<file path="src/aap_pkg.sv">
`default_nettype none
package aap_pkg;

   localparam int unsigned RAND_W    = 32;
   localparam int unsigned DIV_CNT_W = 6;

   localparam logic [1:0] FUNC_ADD  = 2'd0;
   localparam logic [1:0] FUNC_GEN  = 2'd1;
   localparam logic [1:0] FUNC_PICK = 2'd2;

   localparam logic [1:0] STATUS_OK    = 2'd0;
   localparam logic [1:0] STATUS_FULL  = 2'd1;
   localparam logic [1:0] STATUS_EMPTY = 2'd2;

   typedef struct packed {
      logic [1:0]  func;
      logic [63:0] addr_hi;
      logic [63:0] addr_lo;
      logic [15:0] port;
      logic [31:0] now_sec;
      logic [19:0] now_usec;
      logic [31:0] rand_value;
   } req_type;

   typedef struct packed {
      logic [1:0]  status;
      logic        pick_valid;
      logic [63:0] pick_addr_hi;
      logic [63:0] pick_addr_lo;
      logic [15:0] pick_port;
      logic [4:0]  pool_size;
   } rsp_type;

   typedef struct packed {
      logic [63:0] key_hi;
      logic [63:0] key_lo;
      logic [15:0] port;
      logic [32:0] exp_sec;
      logic [19:0] exp_usec;
      logic [31:0] gen;
   } entry_type;

   typedef enum logic [1:0] {RD_IDX, RD_LAST, RD_REM} rd_sel_type;
   typedef enum logic [1:0] {WR_NONE, WR_REFRESH, WR_APPEND, WR_MOVE} wr_sel_type;

   typedef enum logic [2:0] {
      ST_IDLE, ST_ADD_RD, ST_ADD_CMP, ST_PR_RD, ST_PR_CHK, ST_PR_MOV, ST_DIV, ST_DONE
   } state_type;

   typedef struct packed {
      logic       load_req;
      logic       idx_clr;
      logic       idx_inc;
      logic       rd_en;
      rd_sel_type rd_sel;
      wr_sel_type wr_sel;
      logic       gen_inc;
      logic       div_start;
      logic       div_step;
      logic       rsp_load;
      logic [1:0] rsp_status;
      logic       rsp_pick;
   } cmd_type;

   typedef struct packed {
      logic at_end;
      logic hit;
      logic survive;
      logic full;
      logic empty;
      logic div_done;
      logic rsp_free;
      logic is_pick;
   } sts_type;

endpackage
`default_nettype wire

</file>
<file path="src/aap_ctrl.sv">
`default_nettype none
module aap_ctrl (
   input  wire logic            clock,
   input  wire logic            reset,
   input  wire logic            req_valid,
   input  wire logic [1:0]      req_func,
   output logic                 req_stall,
   input  wire aap_pkg::sts_type sts,
   output aap_pkg::cmd_type     cmd
);
   import aap_pkg::*;

   state_type  state_ff, state_in;
   logic [1:0] res_status_ff, res_status_in;
   logic       res_pick_ff, res_pick_in;

   always_ff @(posedge clock) begin
      if (reset) begin
         state_ff      <= ST_IDLE;
         res_status_ff <= STATUS_OK;
         res_pick_ff   <= 1'b0;
      end else begin
         state_ff      <= state_in;
         res_status_ff <= res_status_in;
         res_pick_ff   <= res_pick_in;
      end
   end

   always_comb begin
      state_in       = state_ff;
      res_status_in  = res_status_ff;
      res_pick_in    = res_pick_ff;
      cmd            = '0;
      cmd.rd_sel     = RD_IDX;
      cmd.wr_sel     = WR_NONE;
      cmd.rsp_status = res_status_ff;
      cmd.rsp_pick   = res_pick_ff;
      req_stall      = (state_ff != ST_IDLE);
      unique case (state_ff)
         ST_IDLE: begin
            if (req_valid) begin
               cmd.load_req  = 1'b1;
               cmd.idx_clr   = 1'b1;
               res_status_in = STATUS_OK;
               res_pick_in   = 1'b0;
               unique case (req_func)
                  FUNC_ADD:  state_in = ST_ADD_RD;
                  FUNC_GEN: begin
                     cmd.gen_inc = 1'b1;
                     state_in    = ST_PR_RD;
                  end
                  FUNC_PICK: state_in = ST_PR_RD;
                  default:   state_in = ST_DONE;
               endcase
            end
         end
         ST_ADD_RD: begin
            if (sts.at_end) begin
               if (sts.full) begin
                  res_status_in = STATUS_FULL;
               end else begin
                  cmd.wr_sel = WR_APPEND;
               end
               state_in = ST_DONE;
            end else begin
               cmd.rd_en = 1'b1;
               state_in  = ST_ADD_CMP;
            end
         end
         ST_ADD_CMP: begin
            if (sts.hit) begin
               cmd.wr_sel = WR_REFRESH;
               state_in   = ST_DONE;
            end else begin
               cmd.idx_inc = 1'b1;
               state_in    = ST_ADD_RD;
            end
         end
         ST_PR_RD: begin
            if (sts.at_end) begin
               if (!sts.is_pick) begin
                  state_in = ST_DONE;
               end else if (sts.empty) begin
                  res_status_in = STATUS_EMPTY;
                  state_in      = ST_DONE;
               end else begin
                  cmd.div_start = 1'b1;
                  state_in      = ST_DIV;
               end
            end else begin
               cmd.rd_en = 1'b1;
               state_in  = ST_PR_CHK;
            end
         end
         ST_PR_CHK: begin
            if (sts.survive) begin
               cmd.idx_inc = 1'b1;
               state_in    = ST_PR_RD;
            end else begin
               cmd.rd_en  = 1'b1;
               cmd.rd_sel = RD_LAST;
               state_in   = ST_PR_MOV;
            end
         end
         ST_PR_MOV: begin
            // last entry fills the hole; same slot is checked again
            cmd.wr_sel = WR_MOVE;
            state_in   = ST_PR_RD;
         end
         ST_DIV: begin
            if (sts.div_done) begin
               cmd.rd_en   = 1'b1;
               cmd.rd_sel  = RD_REM;
               res_pick_in = 1'b1;
               state_in    = ST_DONE;
            end else begin
               cmd.div_step = 1'b1;
            end
         end
         ST_DONE: begin
            if (sts.rsp_free) begin
               cmd.rsp_load = 1'b1;
               state_in     = ST_IDLE;
            end
         end
         default: state_in = ST_IDLE;
      endcase
   end

endmodule
`default_nettype wire

</file>
<file path="config.mk">
export PLATFORM = sky130hd
export DESIGN_NAME = aap_ctrl
export DESIGN_NICKNAME = d
export VERILOG_FILES = /design/src/aap_pkg.sv /design/src/aap_ctrl.sv
export SDC_FILE = /design/constraint.sdc
export NUM_CORES = 1
export LEC_CHECK = 0
export BUFFER_PORTS_ARGS = -buffer_cell sky130_fd_sc_hd__buf_2
export CAP_MARGIN = 20
export CORE_AREA = 5 5 42 44
export CTS_BUF_LIST = sky130_fd_sc_hd__clkbuf_2 sky130_fd_sc_hd__clkbuf_4 sky130_fd_sc_hd__clkbuf_8
export CTS_CLUSTER_DIAMETER = 200
export CTS_CLUSTER_SIZE = 10
export DETAILED_ROUTE_END_ITERATION = 8
export DIE_AREA = 0 0 47 49
export GPL_TIMING_DRIVEN = 0
export PLACE_DENSITY = 0.82
export SLEW_MARGIN = 0
export SYNTH_ARGS = -nofsm -noshare
export SYNTH_HDL_FRONTEND = slang
export SYNTH_SLANG_ARGS = --single-unit
</file>
<file path="constraint.sdc">
create_clock -name clock -period 2.5 [get_ports clock]
set_input_delay 0.125 -clock clock [delete_from_list [all_inputs] [get_ports clock]]
set_output_delay 0.125 -clock clock [all_outputs]
set_load 0.01 [all_outputs]
</file>
==> summary.txt <==
Clocking
  – Max H-tree Level: 1
  – CTS tree: yes
  – CTS Root Cell: clkbuf_4
  – CTS Sinks: 6
  – Total CTS buffers: 3
  – Clock Pin Slew Worst Setup and Hold Paths: about 0.04 ns
  – Worst-skew pair later-pin latency: 0.24 ns
  – Post-CTS Setup Bufs: 0
  – # resized after CTS: 0
  – Hold Buf Count CTS: 0
  – CTS Buffer Depth: 2

Global routing
  – First-pass GRT wire length: 2660 µm
  – GRT Resource Usage Total: 0.153
  – Initial antenna violation count: 0
  – Vias in the first global route: 642
  – Largest net degree at the start of global routing: 11
  – Grt total ovfl: 0

Detailed routing
  – DRT Wirelength: 1580 µm
  – Routed WL per cell: 13.0 µm
  – Post-DRT Antenna Nets: 0
  – Post-route DRC: 0
  – Vias per cell: roughly 5.5
  – DR vias: 675
  – Initial DRC count: 12
  – First-pass DRT Iterations: 4

Timing
  – Clk_skew: 0.00350 ns
  – RSZ-0062 raised after global routing: no
  – Final Hold Viols: 0
  – Fmax: 0.655 GHz
  – Max Slew Vio Count: 0
  – Post-layout min period: 1.53 ns
  – Post-route setup slack: 0.972 ns
  – Final setup vio count: 0
  – Worst-Margin Slew: around 0.28 ns
  – Tcrit/Tclk final: 0.611
  – TNS Setup: 0 ns
  – Max-slew headroom: 0.812

Critical path
  – CP endpoint: cmd[11]
  – Worst EP arrival: roughly 1.4 ns
  – Crit path max fanout: 6
  – Worst r2r dst: state_ff[2]
  – FF-to-FF path depth: 4
  – CP required: 2.38 ns
  – CP startpoint: state_ff[1]
  – Worst r2r src: state_ff[0]
  – Crit path capture type: primary output
  – Startpoint Class: flip-flop
  – CP Class: flip-flop to primary output
  – R2R setup slack: 1.31 ns

Logic synthesis
  – Synthesized instance count: 75
  – Yosys warnings: 0
  – Largest family of logic cells by synthesized area: simple AND/OR/NAND/NOR gates
  – Top-area cell type share of the netlist area: 0.202
  – Post-synthesis simple-gate area fraction: 0.299
  – Synth Register Bits: 6
  – Mux cell area share after synthesis: 0.0168
  – Yosys top cell by area: dfxtp_1
  – Synth top cells by count: nand2_1, nor2_1, dfxtp_1
  – Complex-gate fraction of the synthesized area: 0.297
  – Asr flop ratio synth: 0
  – Mapped Nets: 88
  – Netlist cell types: 40
  – Post-synth EDFFs: 0
  – Average cell area after synthesis: 7.92 µm²
  – Mapped Area: between 500 and 600 µm²
  – Seq/Total Area, Yosys: 0.202
  – Synth Area in Adders: 0
  – Dominant synthesized flop cell: dfxtp_1
  – Post-Synth XOR/XNOR Area: 0.0147
  – Dominant cells by area after synthesis: dfxtp_1, buf_6, nand2_1, nor2_1, o311ai_4

Floorplan
  – Site row count: 14
  – I/O pin total: 29
  – Total Die Area: 2300 µm²
  – Die Y-Extent: 49 µm
  – DIE WIDTH: 47 µm
  – Initial Utilization: 0.424
  – Core Area: 1400 µm²

Final layout
  – Final net count: 121
  – Layout Utilization: 0.554
  – Share of layout cells above drive strength 1: 0.443
  – Area growth syn-to-layout: 30.7%
  – Area of the multi-input gates: 373 µm²
  – FILL cells: between 100 and 150
  – Diode count: 0
  – Reg area: approximately 120 µm²
  – Final instance area: a little under 800 µm²

Worst hold path
  – HP Class: input pin to flip-flop

Placed design
  – GP Congestion: 0.807
  – Port Buffer Count: 28
  – Post-DP Area: about 750 µm²
  – Post-DP HPWL: ~1300 µm
  – Place WS: 1.22 ns

Pwr
  – Sequential Power Share: 0.206
  – Clock Power Share: 0.147
  – P_leak: between 0.3 and 0.4 nW
  – Comb pwr share: 0.647
  – PwrDens: ~770 nW/µm²
  – Peak supply drop: 0.332 mV
  – Switching Fraction: 0.439
  – P_int: approximately 0.34 mW
  – P_sw: between 0.2 and 0.3 mW

Run status
  – Outcome: completed

Run
  – Max Cap Viol: 0
kinds of logic after synthesis:
group | Yosys count
and+or+nand+nor | 32
AOI/OAI and AO/OA | 23
buffers and inverters | 12
DFF | 6
xor gates and xnor gates | 1
muxes | 1
layout make-up:
class | instances | share of cell area
Tap cell | 16 | 0.0258
Multi-Input combinational cell | 57 | 0.480
Buffer | 7 | 0.103
Clock buffer | 3 | 0.0290
Sequential cell | 6 | 0.155
Inverter | 5 | 0.0274
Timing Repair Buffer | 28 | 0.180
how the worst min path moves through the flow:
| stage | from | end | slack (ns) | cells after the start |
|---|---|---|---|---|
| floorplan | reset | res_status_ff[0] | 0.19 | 1 |
| global placement | reset | res_status_ff[1] | 0.33 | 2 |
| detailed placement | reset | res_status_ff[1] | 0.34 | 2 |
| CTS | reset | res_status_ff[1] | 0.08 | 2 |
| global route | reset | res_status_ff[0] | 0.08 | 2 |
| finish | reset | res_status_ff[1] | 0.08 | 2 |
metal layers:
metal	global-route usage	wire length, µm	vias up
met5	0	0	-
met4	0.0783	27	0
met3	0.0369	137	5
met2	0.226	764	28
met1	0.197	653	307
li1	-	-	335
power by group through the flow:
stage | combinational (mW) | clock (mW) | sequential [mW]
2_1_floorplan | 0.292 | 0 | 0.124
3_3_place_gp | 0.382 | 0 | 0.124
3_5_place_dp | 0.388 | 0 | 0.125
4_1_cts | 0.389 | 0.0905 | 0.123
5_1_grt | 0.425 | 0.0957 | 0.124
6_report | 0.386 | 0.0881 | 0.123
per-stage QoR:
step,power (mW),hold WS (ns),std cells
finish,0.597,0.0832,122
global route,0.645,0.0812,122
CTS,0.603,0.0772,122
detailed placement,0.513,0.336,119
global placement,0.505,0.334,119
floorplan,0.416,0.194,75
worst max-delay path: stages (launching register included):
cell	delay (ns)
dfxtp_1	0.33
inv_1	0.18
nor2_1	0.10
and3_1	0.20
a211o_1	0.22
buf_2	0.14
cell usage in the layout, fill, tap and decap left out, types with 2 or more instances in the layout:
cell and n:
buf_2 28, nor2_1 7, nand2_1 7, dfxtp_1 6
buf_6 4, a21oi_1 4, nor3_1 4, inv_1 3
clkbuf_4 3, and3_1 2, a31oi_1 2, nand4_1 2
o21ai_0 2, o21ai_1 2, nand3_1 2, buf_4 2
state kept, by name, indices dropped and copies added (netlist names):
register       cells
state_ff           3
res_status_ff      2
res_pick_ff        1
No activity file was read; power rests on OpenSTA's default activity.
